File: src/rtl/sqat_pkg.sv
`default_nettype none

package sqat_pkg;

   // Queue geometry
   localparam int QUEUE_DEPTH = 128;
   localparam int PTR_W       = (QUEUE_DEPTH > 1) ? $clog2(QUEUE_DEPTH) : 1;
   localparam int CNT_W       = $clog2(QUEUE_DEPTH + 1);

   // Request kinds
   localparam logic KIND_CODE = 1'b0;
   localparam logic KIND_READ = 1'b1;

   // Scan-code set 1 codes with special handling
   localparam logic [7:0] SC_LSHIFT_MAKE  = 8'h2A;
   localparam logic [7:0] SC_LSHIFT_BREAK = 8'hAA;
   localparam logic [7:0] SC_RSHIFT_MAKE  = 8'h36;
   localparam logic [7:0] SC_RSHIFT_BREAK = 8'hB6;
   localparam logic [7:0] SC_CTRL_MAKE    = 8'h1D;
   localparam logic [7:0] SC_CTRL_BREAK   = 8'h9D;
   localparam logic [7:0] SC_ALT_MAKE     = 8'h38;
   localparam logic [7:0] SC_ALT_BREAK    = 8'hB8;
   localparam logic [7:0] SC_BREAK_BIT    = 8'h80;
   localparam logic [7:0] SC_OUT_OF_RANGE = 8'h7F;

   localparam logic [7:0] ASCII_LOWER_A   = 8'h61;
   localparam logic [7:0] ASCII_LOWER_Z   = 8'h7A;
   localparam logic [7:0] ASCII_CASE_BIT  = 8'h20;

   typedef struct packed {
      logic       kind;
      logic [7:0] scancode;
   } req_payload_type;

   typedef struct packed {
      logic [7:0] ascii;
      logic       valid_res;
   } rsp_payload_type;

   typedef enum logic [0:0] {
      ST_IDLE,
      ST_FETCH
   } state_type;

   // Unshifted characters for make codes 0x00 to 0x7F.
   localparam logic [7:0] PLAIN_MAP [128] = '{
      8'h00, 8'h1B, 8'h31, 8'h32, 8'h33, 8'h34, 8'h35, 8'h36,
      8'h37, 8'h38, 8'h39, 8'h30, 8'h2D, 8'h3D, 8'h08, 8'h09,
      8'h71, 8'h77, 8'h65, 8'h72, 8'h74, 8'h79, 8'h75, 8'h69,
      8'h6F, 8'h70, 8'h5B, 8'h5D, 8'h0D, 8'h00, 8'h61, 8'h73,
      8'h64, 8'h66, 8'h67, 8'h68, 8'h6A, 8'h6B, 8'h6C, 8'h3B,
      8'h27, 8'h60, 8'h00, 8'h5C, 8'h7A, 8'h78, 8'h63, 8'h76,
      8'h62, 8'h6E, 8'h6D, 8'h2C, 8'h2E, 8'h2F, 8'h00, 8'h2A,
      8'h00, 8'h20, 8'h00, 8'h00, 8'h00, 8'h00, 8'h00, 8'h00,
      8'h00, 8'h00, 8'h00, 8'h00, 8'h00, 8'h00, 8'h00, 8'h37,
      8'h38, 8'h39, 8'h2D, 8'h34, 8'h35, 8'h36, 8'h2B, 8'h31,
      8'h32, 8'h33, 8'h30, 8'h2E, 8'h00, 8'h00, 8'h00, 8'h00,
      8'h00, 8'h00, 8'h00, 8'h00, 8'h00, 8'h00, 8'h00, 8'h00,
      8'h00, 8'h00, 8'h00, 8'h00, 8'h00, 8'h00, 8'h00, 8'h00,
      8'h00, 8'h00, 8'h00, 8'h00, 8'h00, 8'h00, 8'h00, 8'h00,
      8'h00, 8'h00, 8'h5F, 8'h00, 8'h00, 8'h00, 8'h00, 8'h00,
      8'h00, 8'h00, 8'h00, 8'h5C, 8'h00, 8'h00, 8'h00, 8'h00
   };

   // Shifted characters for make codes 0x00 to 0x3F; higher codes are unshifted.
   localparam logic [7:0] SHIFT_MAP [64] = '{
      8'h00, 8'h1B, 8'h21, 8'h40, 8'h23, 8'h24, 8'h25, 8'h5E,
      8'h26, 8'h2A, 8'h28, 8'h29, 8'h5F, 8'h2B, 8'h08, 8'h09,
      8'h51, 8'h57, 8'h45, 8'h52, 8'h54, 8'h59, 8'h55, 8'h49,
      8'h4F, 8'h50, 8'h7B, 8'h7D, 8'h0D, 8'h00, 8'h41, 8'h53,
      8'h44, 8'h46, 8'h47, 8'h48, 8'h4A, 8'h4B, 8'h4C, 8'h3A,
      8'h22, 8'h7E, 8'h00, 8'h7C, 8'h5A, 8'h58, 8'h43, 8'h56,
      8'h42, 8'h4E, 8'h4D, 8'h3C, 8'h3E, 8'h3F, 8'h00, 8'h2A,
      8'h00, 8'h20, 8'h00, 8'h00, 8'h00, 8'h00, 8'h00, 8'h00
   };

   // Translates one queued byte to ASCII. Zero, break codes and 0x7F give zero.
   function automatic logic [7:0] translate(input logic [7:0] code,
                                             input logic       shift,
                                             input logic       caps);
      logic [7:0] ch;
      ch = PLAIN_MAP[code[6:0]];
      if ((code == 8'h00) || ((code & SC_BREAK_BIT) != 8'h00) || (code == SC_OUT_OF_RANGE)) begin
         ch = 8'h00;
      end else if (shift) begin
         if (code[6] == 1'b0) begin
            ch = SHIFT_MAP[code[5:0]];
         end
      end else if (caps && (ch >= ASCII_LOWER_A) && (ch <= ASCII_LOWER_Z)) begin
         ch = ch - ASCII_CASE_BIT;
      end
      return ch;
   endfunction

endpackage

`default_nettype wire

File: src/rtl/scancode_queue_ascii_translator_core.sv
`default_nettype none

// Scan-code set 1 keyboard queue with ASCII translation. A request of kind 0
// delivers one raw keyboard byte: shift make and break codes update the shift
// flags, ctrl and alt codes are discarded, and any other byte is written to a
// 128-entry FIFO held in a synchronous RAM (dropped when the FIFO is full).
// Such a request produces no response. A request of kind 1
// pops the oldest byte and returns its ASCII value through the shift, caps lock
// or plain table; an empty FIFO gives valid_res = 0 and ascii = 0. A read
// request holds off the next request until the registered RAM read is done
// and the fetch state has translated the byte and loaded the response register.
// The fetch state is held for as long as an earlier response is still
// waiting in the response register and is not taken.
// The response register lets a new request be taken while a response waits.
module scancode_queue_ascii_translator_core (
   input  wire                        clock,
   input  wire                        reset,
   input  wire                        req_valid,
   output logic                       req_ready,
   input  sqat_pkg::req_payload_type  req_payload,
   output logic                       rsp_valid,
   input  wire                        rsp_ready,
   output sqat_pkg::rsp_payload_type  rsp_payload,
   input  wire                        csr_we,
   input  wire                        csr_wdata
);

   import sqat_pkg::*;

   state_type        state_ff, state_in;
   logic [PTR_W-1:0] wr_ptr_ff, wr_ptr_in;
   logic [PTR_W-1:0] rd_ptr_ff, rd_ptr_in;
   logic [CNT_W-1:0] count_ff, count_in;
   logic             lshift_ff, lshift_in;
   logic             rshift_ff, rshift_in;
   logic             caps_ff, caps_in;
   logic             empty_ff, empty_in;
   logic             rsp_valid_ff, rsp_valid_in;
   rsp_payload_type  rsp_payload_ff, rsp_payload_in;

   logic [7:0]       code_mem_ff [QUEUE_DEPTH];
   logic [7:0]       mem_rdata_ff;

   logic             req_fire;
   logic             code_fire;
   logic             read_fire;
   logic             push_en;
   logic             rsp_load;
   logic             slot_free;
   logic             is_special;

   // Handshake decode
   assign req_fire  = req_valid && req_ready;
   assign code_fire = req_fire && (req_payload.kind == KIND_CODE);
   assign read_fire = req_fire && (req_payload.kind == KIND_READ);
   assign slot_free = !rsp_valid_ff || rsp_ready;

   // Codes that never enter the queue.
   always_comb begin
      unique case (req_payload.scancode)
         SC_LSHIFT_MAKE, SC_LSHIFT_BREAK, SC_RSHIFT_MAKE, SC_RSHIFT_BREAK,
         SC_CTRL_MAKE, SC_CTRL_BREAK, SC_ALT_MAKE, SC_ALT_BREAK: is_special = 1'b1;
         default:                                                is_special = 1'b0;
      endcase
   end

   assign push_en = code_fire && !is_special && (count_ff != CNT_W'(QUEUE_DEPTH));

   // Next state
   always_comb begin
      state_in = state_ff;
      unique case (state_ff)
         ST_IDLE: begin
            if (read_fire) begin
               state_in = ST_FETCH;
            end
         end
         ST_FETCH: begin
            if (slot_free) begin
               state_in = ST_IDLE;
            end
         end
         default: state_in = ST_IDLE;
      endcase
   end

   // State machine outputs
   always_comb begin
      req_ready = 1'b0;
      rsp_load  = 1'b0;
      unique case (state_ff)
         ST_IDLE:  req_ready = 1'b1;
         ST_FETCH: rsp_load  = slot_free;
         default: begin
            req_ready = 1'b0;
            rsp_load  = 1'b0;
         end
      endcase
   end

   // Pointers, fill count, shift flags and caps lock.
   always_comb begin
      wr_ptr_in = wr_ptr_ff;
      rd_ptr_in = rd_ptr_ff;
      count_in  = count_ff;
      lshift_in = lshift_ff;
      rshift_in = rshift_ff;
      caps_in   = csr_we ? csr_wdata : caps_ff;
      empty_in  = empty_ff;

      if (code_fire) begin
         case (req_payload.scancode)
            SC_LSHIFT_MAKE:  lshift_in = 1'b1;
            SC_LSHIFT_BREAK: lshift_in = 1'b0;
            SC_RSHIFT_MAKE:  rshift_in = 1'b1;
            SC_RSHIFT_BREAK: rshift_in = 1'b0;
            default:         lshift_in = lshift_ff;
         endcase
      end

      if (push_en) begin
         wr_ptr_in = (wr_ptr_ff == PTR_W'(QUEUE_DEPTH - 1)) ? '0 : wr_ptr_ff + 1'b1;
         count_in  = count_ff + 1'b1;
      end

      if (read_fire) begin
         empty_in = (count_ff == '0);
      end

      if (rsp_load && !empty_ff) begin
         rd_ptr_in = (rd_ptr_ff == PTR_W'(QUEUE_DEPTH - 1)) ? '0 : rd_ptr_ff + 1'b1;
         count_in  = count_ff - 1'b1;
      end
   end

   // Response register
   always_comb begin
      rsp_valid_in   = rsp_valid_ff;
      rsp_payload_in = rsp_payload_ff;
      if (rsp_valid_ff && rsp_ready) begin
         rsp_valid_in = 1'b0;
      end
      if (rsp_load) begin
         rsp_valid_in             = 1'b1;
         rsp_payload_in.valid_res = !empty_ff;
         rsp_payload_in.ascii     = empty_ff ? 8'h00
                                             : translate(mem_rdata_ff, lshift_ff || rshift_ff,
                                                         caps_ff);
      end
   end

   // Control registers
   always_ff @(posedge clock) begin
      if (reset) begin
         state_ff     <= ST_IDLE;
         wr_ptr_ff    <= '0;
         rd_ptr_ff    <= '0;
         count_ff     <= '0;
         lshift_ff    <= 1'b0;
         rshift_ff    <= 1'b0;
         caps_ff      <= 1'b0;
         rsp_valid_ff <= 1'b0;
      end else begin
         state_ff     <= state_in;
         wr_ptr_ff    <= wr_ptr_in;
         rd_ptr_ff    <= rd_ptr_in;
         count_ff     <= count_in;
         lshift_ff    <= lshift_in;
         rshift_ff    <= rshift_in;
         caps_ff      <= caps_in;
         rsp_valid_ff <= rsp_valid_in;
      end
   end

   // Payload registers
   always_ff @(posedge clock) begin
      empty_ff       <= empty_in;
      rsp_payload_ff <= rsp_payload_in;
   end

   // Queue memory: one write port, one registered read port.
   always_ff @(posedge clock) begin
      if (push_en) begin
         code_mem_ff[wr_ptr_ff] <= req_payload.scancode;
      end
   end

   always_ff @(posedge clock) begin
      if (read_fire) begin
         mem_rdata_ff <= code_mem_ff[rd_ptr_ff];
      end
   end

   assign rsp_valid   = rsp_valid_ff;
   assign rsp_payload = rsp_payload_ff;

endmodule

`default_nettype wire

File: config.mk
export PLATFORM = sky130hd
export DESIGN_NAME = scancode_queue_ascii_translator_core
export DESIGN_NICKNAME = d
export VERILOG_FILES = /design/src/rtl/sqat_pkg.sv /design/src/rtl/scancode_queue_ascii_translator_core.sv
export SDC_FILE = /design/constraint.sdc
export NUM_CORES = 1
export LEC_CHECK = 0
export ABC_CLOCK_PERIOD_IN_PS = 10050
export BUFFER_PORTS_ARGS = -buffer_cell sky130_fd_sc_hd__buf_4
export CAP_MARGIN = 40
export CORE_MARGIN = 10
export CORE_UTILIZATION = 65
export DETAILED_ROUTE_END_ITERATION = 10
export MAX_ROUTING_LAYER = met4
export PLACE_DENSITY = 0.81
export SLEW_MARGIN = 20
export SYNTH_ARGS = -nofsm -noshare
export SYNTH_HDL_FRONTEND = slang
export SYNTH_SLANG_ARGS = --single-unit
export TNS_END_PERCENT = 100
File: constraint.sdc
create_clock -name clock -period 10.05 [get_ports clock]
set_clock_uncertainty 0.2 [all_clocks]
set_input_delay 0.5025 -clock clock [delete_from_list [all_inputs] [get_ports clock]]
set_output_delay 0.5025 -clock clock [all_outputs]
set_load 0.1 [all_outputs]
=== After elaboration in Yosys (flattened, before gate mapping) ===
Memories as Yosys holds them, arrays and structs flattened. A register that Yosys moved wholly into a read port is not among the register bits.
Cells that the tools add are included.

* Bits in registers: 37
* Latch bits: 0
* RAM bits: 1024
* Bits in read-only memories: 1536
* Memories: 3

{| class="wikitable"
|+ Memories
! name !! words !! width !! rd ports !! clocked after Yosys merged registers in !! wr ports !! RTL line !! source
|-
| (name not given) || 128 || 8 || 1 || 0 || 0 || sqat_pkg.sv:82 || <nowiki>ch = PLAIN_MAP[code[6:0]];</nowiki>
|-
| code_mem_ff || 128 || 8 || 1 || 1 || 1 || scancode_queue_ascii_translator_core.sv:41 || <nowiki>logic [7:0] code_mem_ff [QUEUE_DEPTH];</nowiki>
|-
| (name not given) || 64 || 8 || 1 || 0 || 0 || sqat_pkg.sv:87 || <nowiki>ch = SHIFT_MAP[code[5:0]];</nowiki>
|}

* Add/sub/neg operators: 5
* $mul: 0
* Div/mod/pow operators: 0
* Order comparisons: 4
* Equality and inequality tests: 12
* Shifts and indexed selects: 0
* Muxes and demuxes: 23
* Bitwise gates (word level): 4
* Reduce and logical (&&, ||, !) cells: 26

{| class="wikitable"
|+ Operators by type and width
! cell !! count
|-
| 8-bit two-way mux || 9
|-
| 8-bit == test, second input constant || 4
|-
| 8-bit by 6-bit == test with 1-bit output, second input constant || 3
|-
| 8-bit logical NOT || 2
|-
| 7-bit by 1-bit adder with 7-bit output, second input constant || 2
|-
| 7-bit == test, second input constant || 2
|-
| 7-bit two-way mux || 2
|-
| 1-bit logical AND || 9
|-
| 1-bit two-way mux || 9
|-
| 8-bit by 1-bit adder with 8-bit output, second input constant || 1
|-
| 8-bit by 5-bit == test with 1-bit output, second input constant || 1
|-
| 8-bit by 7-bit == test with 1-bit output, second input constant || 1
|-
| 8-bit by 7-bit >= comparator with 1-bit output, second input constant || 1
|-
| 8-bit >= comparator, second input constant || 1
|-
| 8-bit by 7-bit <= comparator with 1-bit output, second input constant || 1
|-
| 8-bit inequality test, second input constant || 1
|-
| 7-bit inverter with 8-bit output || 1
|-
| 2-bit nonzero test || 4
|-
| 8-bit OR reduction || 1
|-
| 8-bit by 1-bit subtractor with 8-bit output, second input constant || 1
|-
| 8-bit by 6-bit subtractor with 8-bit output, second input constant || 1
|-
| 7-bit >= comparator, second input constant || 1
|-
| 6-bit inverter with 7-bit output || 1
|-
| 1-bit case mux with 2 select lines || 3
|-
| 5 further kinds || 12
|}

=== Depth between registers and ports, before layout ===
* Depth after elaboration: 9
* Depth in mapped cells: 12
* Gate-level depth less buffers: 12

=== Least setup slack after synthesis ===
OpenSTA, ideal clock, no wires.

* Kind: register to register
* Start: reg rsp_valid_ff (netlist: rsp_valid)
* End: reg count_ff[7]
* Setup time: 0.121 ns
* Arrival time: 3.450 ns
* Required time: 9.729 ns
* Slack: 6.279 ns
* Stages on the path, launching flop included: 12
* Path buffers: 0
* Cells stage by stage: dfxtp_1 -> nor2b_1 -> nand2b_1 -> nor2_1 -> ha_1 -> a21o_1 -> a21oi_1 -> o21ai_0 -> a2111oi_0 -> nor3_1 -> mux2i_1 -> mux2_2

* Word-level cells in the longest chain between the ends: 5

{| class="wikitable"
|+ Ends and longest elaborated chain
! element !! RTL line !! source
|-
| from (decl) || scancode_queue_ascii_translator_core.sv:38 || <nowiki>logic rsp_valid_ff, rsp_valid_in;</nowiki>
|-
| from (signal assigned) || scancode_queue_ascii_translator_core.sv:171 || <nowiki>rsp_valid_ff <= rsp_valid_in;</nowiki>
|-
| 1-bit logical NOT * || scancode_queue_ascii_translator_core.sv:56 || <nowiki>assign slot_free = !rsp_valid_ff || rsp_ready;</nowiki>
|-
| 1-bit logical OR * || scancode_queue_ascii_translator_core.sv:56 ||
|-
| 1-bit two-way mux * || scancode_queue_ascii_translator_core.sv:91 || <nowiki>unique case (state_ff)</nowiki>
|-
| 1-bit logical AND * || scancode_queue_ascii_translator_core.sv:130 || <nowiki>if (rsp_load && !empty_ff) begin</nowiki>
|-
| 8-bit two-way mux or 2-bit nonzero test (tied branches) || -- ||
|-
| to (signal assigned) || scancode_queue_ascii_translator_core.sv:167 || <nowiki>count_ff <= count_in;</nowiki>
|-
| to (decl) || scancode_queue_ascii_translator_core.sv:33 || <nowiki>logic [CNT_W-1:0] count_ff, count_in;</nowiki>
|}

Every way passes the cells marked *; elsewhere a longest branch is shown, timed or not.
A chain may end at the register's enable or synchronous reset.

==> results.json <==
{
  "drt_first_pass_iters": 8,
  "die_w_um": 277.7,
  "cap_viol_max_count": 0,
  "ys_seq_elements": 1069,
  "ir_drop_v": 0.0001776,
  "place_ws_ps": 5170,
  "slew_headroom_pct": 22.90,
  "design.die.area_um2": 77120,
  "ys_seq_area_share_pct": 73.73,
  "clk_latency_ps": 690,
  "leakagePower_nw": 14.57,
  "cpLargestDelayFamily": "multiplexers",
  "synthFlopType": "edfxtp_1",
  "path_cells": "buf_16 -> buf_4 -> buf_4 -> buf_16 -> mux4_2 -> mux4_2 -> mux2i_1 -> a221oi_1",
  "p_per_area_nw_per_um2": 193.2,
  "first_iter_violations": 3912,
  "viasPerCell": 7.355,
  "cts_num_sinks": 1069,
  "drv_slew": 0,
  "r2r_start": "rd_ptr_ff[0]",
  "postCtsSetupBuffers": 0,
  "hold_start": "req_payload[8]",
  "critPathSlowestCell": "buf_4",
  "synth_edf_count": 1042,
  "clk_pin_slew_worst_paths_ps": 70,
  "grt_pass1_vias": 22204,
  "drt.antenna.violating_nets": 0,
  "nFillCells": 3396,
  "n_antenna_cell": 0,
  "die_h_um": 277.7,
  "overflow": 0,
  "synth_common_cells": "1,042 x edfxtp_1, 322 x mux4_2, 187 x nor2_1",
  "fin_crit_ps": 4607,
  "avgSynthCellArea_um2": 20.77,
  "netlist.area_leader.share_pct": 72.48,
  "dp.final_hpwl_um": 59340,
  "synthCells": 2078,
  "ys_types": 70,
  "layout-drive-gt1-share_pct": 26.37,
  "grt_max_degree": 164,
  "clk_path_buf_depth": 3,
  "core_area_um2": 65750,
  "grt_use_total_pct": 28.64,
  "rows": 94,
  "async_flop_share_pct": 0,
  "ys_warn_count": 0,
  "grt_pass1_wl_um": 159400,
  "cp_num_buf_inv": 4,
  "netlist_area_um2": 43170,
  "fin_setup_tns_ps": 0,
  "ctsResizeCount": 0,
  "synth.most_common_cell": "edfxtp_1",
  "cp-end-kind": "flip-flop",
  "cts_buffers": 100,
  "wl_um": 111500,
  "pin_count": 26,
  "cpPeakStageDelay_ps": 670,
  "synth_top_cell_by_area": "edfxtp_1",
  "rsz0062_at_grt": "false",
  "arrival_ps": 4770,
  "worstPathRequired_ps": 10220,
  "worst_pin_slew_ps": 1156,
  "path_class": "flip-flop to flip-flop",
  "max_freq_mhz": 217.1,
  "layout-area-overhead-vs-synth_pct": 11.74,
  "critPathMaxFanout": 39,
  "dp.cells": 2883,
  "antenna_found_initial": 0,
  "period_share_pct": 45.84,
  "root_buffer": "clkbuf_16",
  "finalSetupViolCount": 0,
  "synthTopCellsByArea": "edfxtp_1 72%, mux4_2 17%, nor2_1 1.6%",
  "cts.htree.levels": 3,
  "worstHoldPathType": "input port to flip-flop",
  "num-nets-final": 2182,
  "final-hold-violation-count": 0,
  "syn_nets": 2116,
  "crit_start": "rd_ptr_ff[0]",
  "cts_tree": "built",
  "finalWorstSetupSlack_ps": 5443,
  "multi_input_area_um2": 10650,
  "vias": 22757,
  "drc": 0,
  "place_congestion": 0.9124,
  "wl_per_cell_um": 36.02,
  "portBuffers": 25,
  "initial_core_util_pct": 65.66,
  "final-seq-area_um2": 31840,
  "status": "completed",
  "final_cells": 3094,
  "cp-start-kind": "flip-flop"
}
[per-layer routing]
layer / up-vias / GRT usage (%) / routed length (um) / share of wire, %
met2: 2055 / 43.26 / 53930 / 48
met3: 298 / 4.840 / 13460 / 12
met1: 11617 / 40.24 / 39540 / 35
met5: - / - / 0 / 0
li1: 8787 / - / - / -
met4: 0 / 8.955 / 4526 / 4.1
[cell families (layout without fill, tap and decap cells)]
logic type / Yosys count / count (layout) / synth area share, %
flip-flops: 1069 / 1069 / 73.73
multiplexers: 374 / 374 / 18.02
AND/OR/NAND/NOR: 321 / 321 / 3.429
buffers and inverters: 140 / 292 / 1.597
AO/OA/AOI/OAI: 136 / 136 / 2.235
adder cells (fa/ha/maj): 23 / 23 / 0.6840
XOR/XNOR: 15 / 15 / 0.3043
[flip-flops by register name (all words and copies together) (netlist names)]
signal        count
code_mem_ff    1024
rsp_payload       9
count_ff          8
mem_rdata_ff      8
rd_ptr_ff         7
wr_ptr_ff         7
caps_ff           1
empty_ff          1
lshift_ff         1
rshift_ff         1
rsp_valid         1
state_ff          1
[layout make-up]
| cell class | instances | area share [%] |
|---|---|---|
| Tap cell | 864 | 2.241 |
| Clock buffer | 117 | 5.515 |
| Multi-Input combinational cell | 869 | 22.08 |
| Sequential cell | 1069 | 66.02 |
| Timing Repair Buffer | 86 | 2.184 |
| Inverter | 18 | 0.1401 |
| Clock inverter | 71 | 1.824 |
[worst paths after layout]
| path | end | slack [ps] | depth (start not counted) |
|---|---|---|---|
| setup reg to reg | mem_rdata_ff[3] | 5440 | 8 |
| hold / removal | rshift_ff | 50 | 4 |
| setup / recovery | mem_rdata_ff[3] | 5440 | 8 |
| hold reg to reg | count_ff[6] | 310 | 2 |
[what timing repair did]
| action | CTS | global route |
|---|---|---|
| hold buffers | 5 | 0 |
| hold endpoints to repair | 7 | 0 |
| setup endpoints to repair | 0 | 0 |
[worst reg2reg max path, delay by kind of cell, from the launching register on]
| family | cells | cell delay [ps] |
|---|---|---|
| compound gates | 1 | 280 |
| buf+inv | 4 | 1620 |
| flops | 1 | 450 |
| mux | 3 | 1760 |
[power by group]
part,switching [W],total (W),leakage [nW],internal [W]
Sequential,0.00000963,0.00490,9.59,0.00489
Clock,0.00173,0.00410,1.69,0.00237
Combinational,0.000205,0.000313,3.28,0.000107
[per-stage QoR]
step	instance area (um2)	util, %	power, W	hold WS, ps
after floorplan	43170	-	0.005154	243.7
after global placement	44040	66.98	0.005276	261.7
after detailed placement	44350	67.45	0.005290	289.2
after CTS	47940	72.91	0.009285	33.22
after global routing	48240	73.37	0.009503	111.2
final	48240	73.37	0.009320	54.57
[placed cells by master, fill, tap and decap left out, types with 17 or more instances in the layout]
cell,count
clkbuf_16,103
inv_1,17
nor2b_1,26
o21ai_0,18
a21oi_1,24
nand2_1,34
nor2_1,187
dfxtp_1,22
edfxtp_1,1042
mux4_2,322
ha_1,22
buf_4,59
mux2i_1,47
bufinv_16,18
Note: power is estimated with default switching activity, not from simulation.
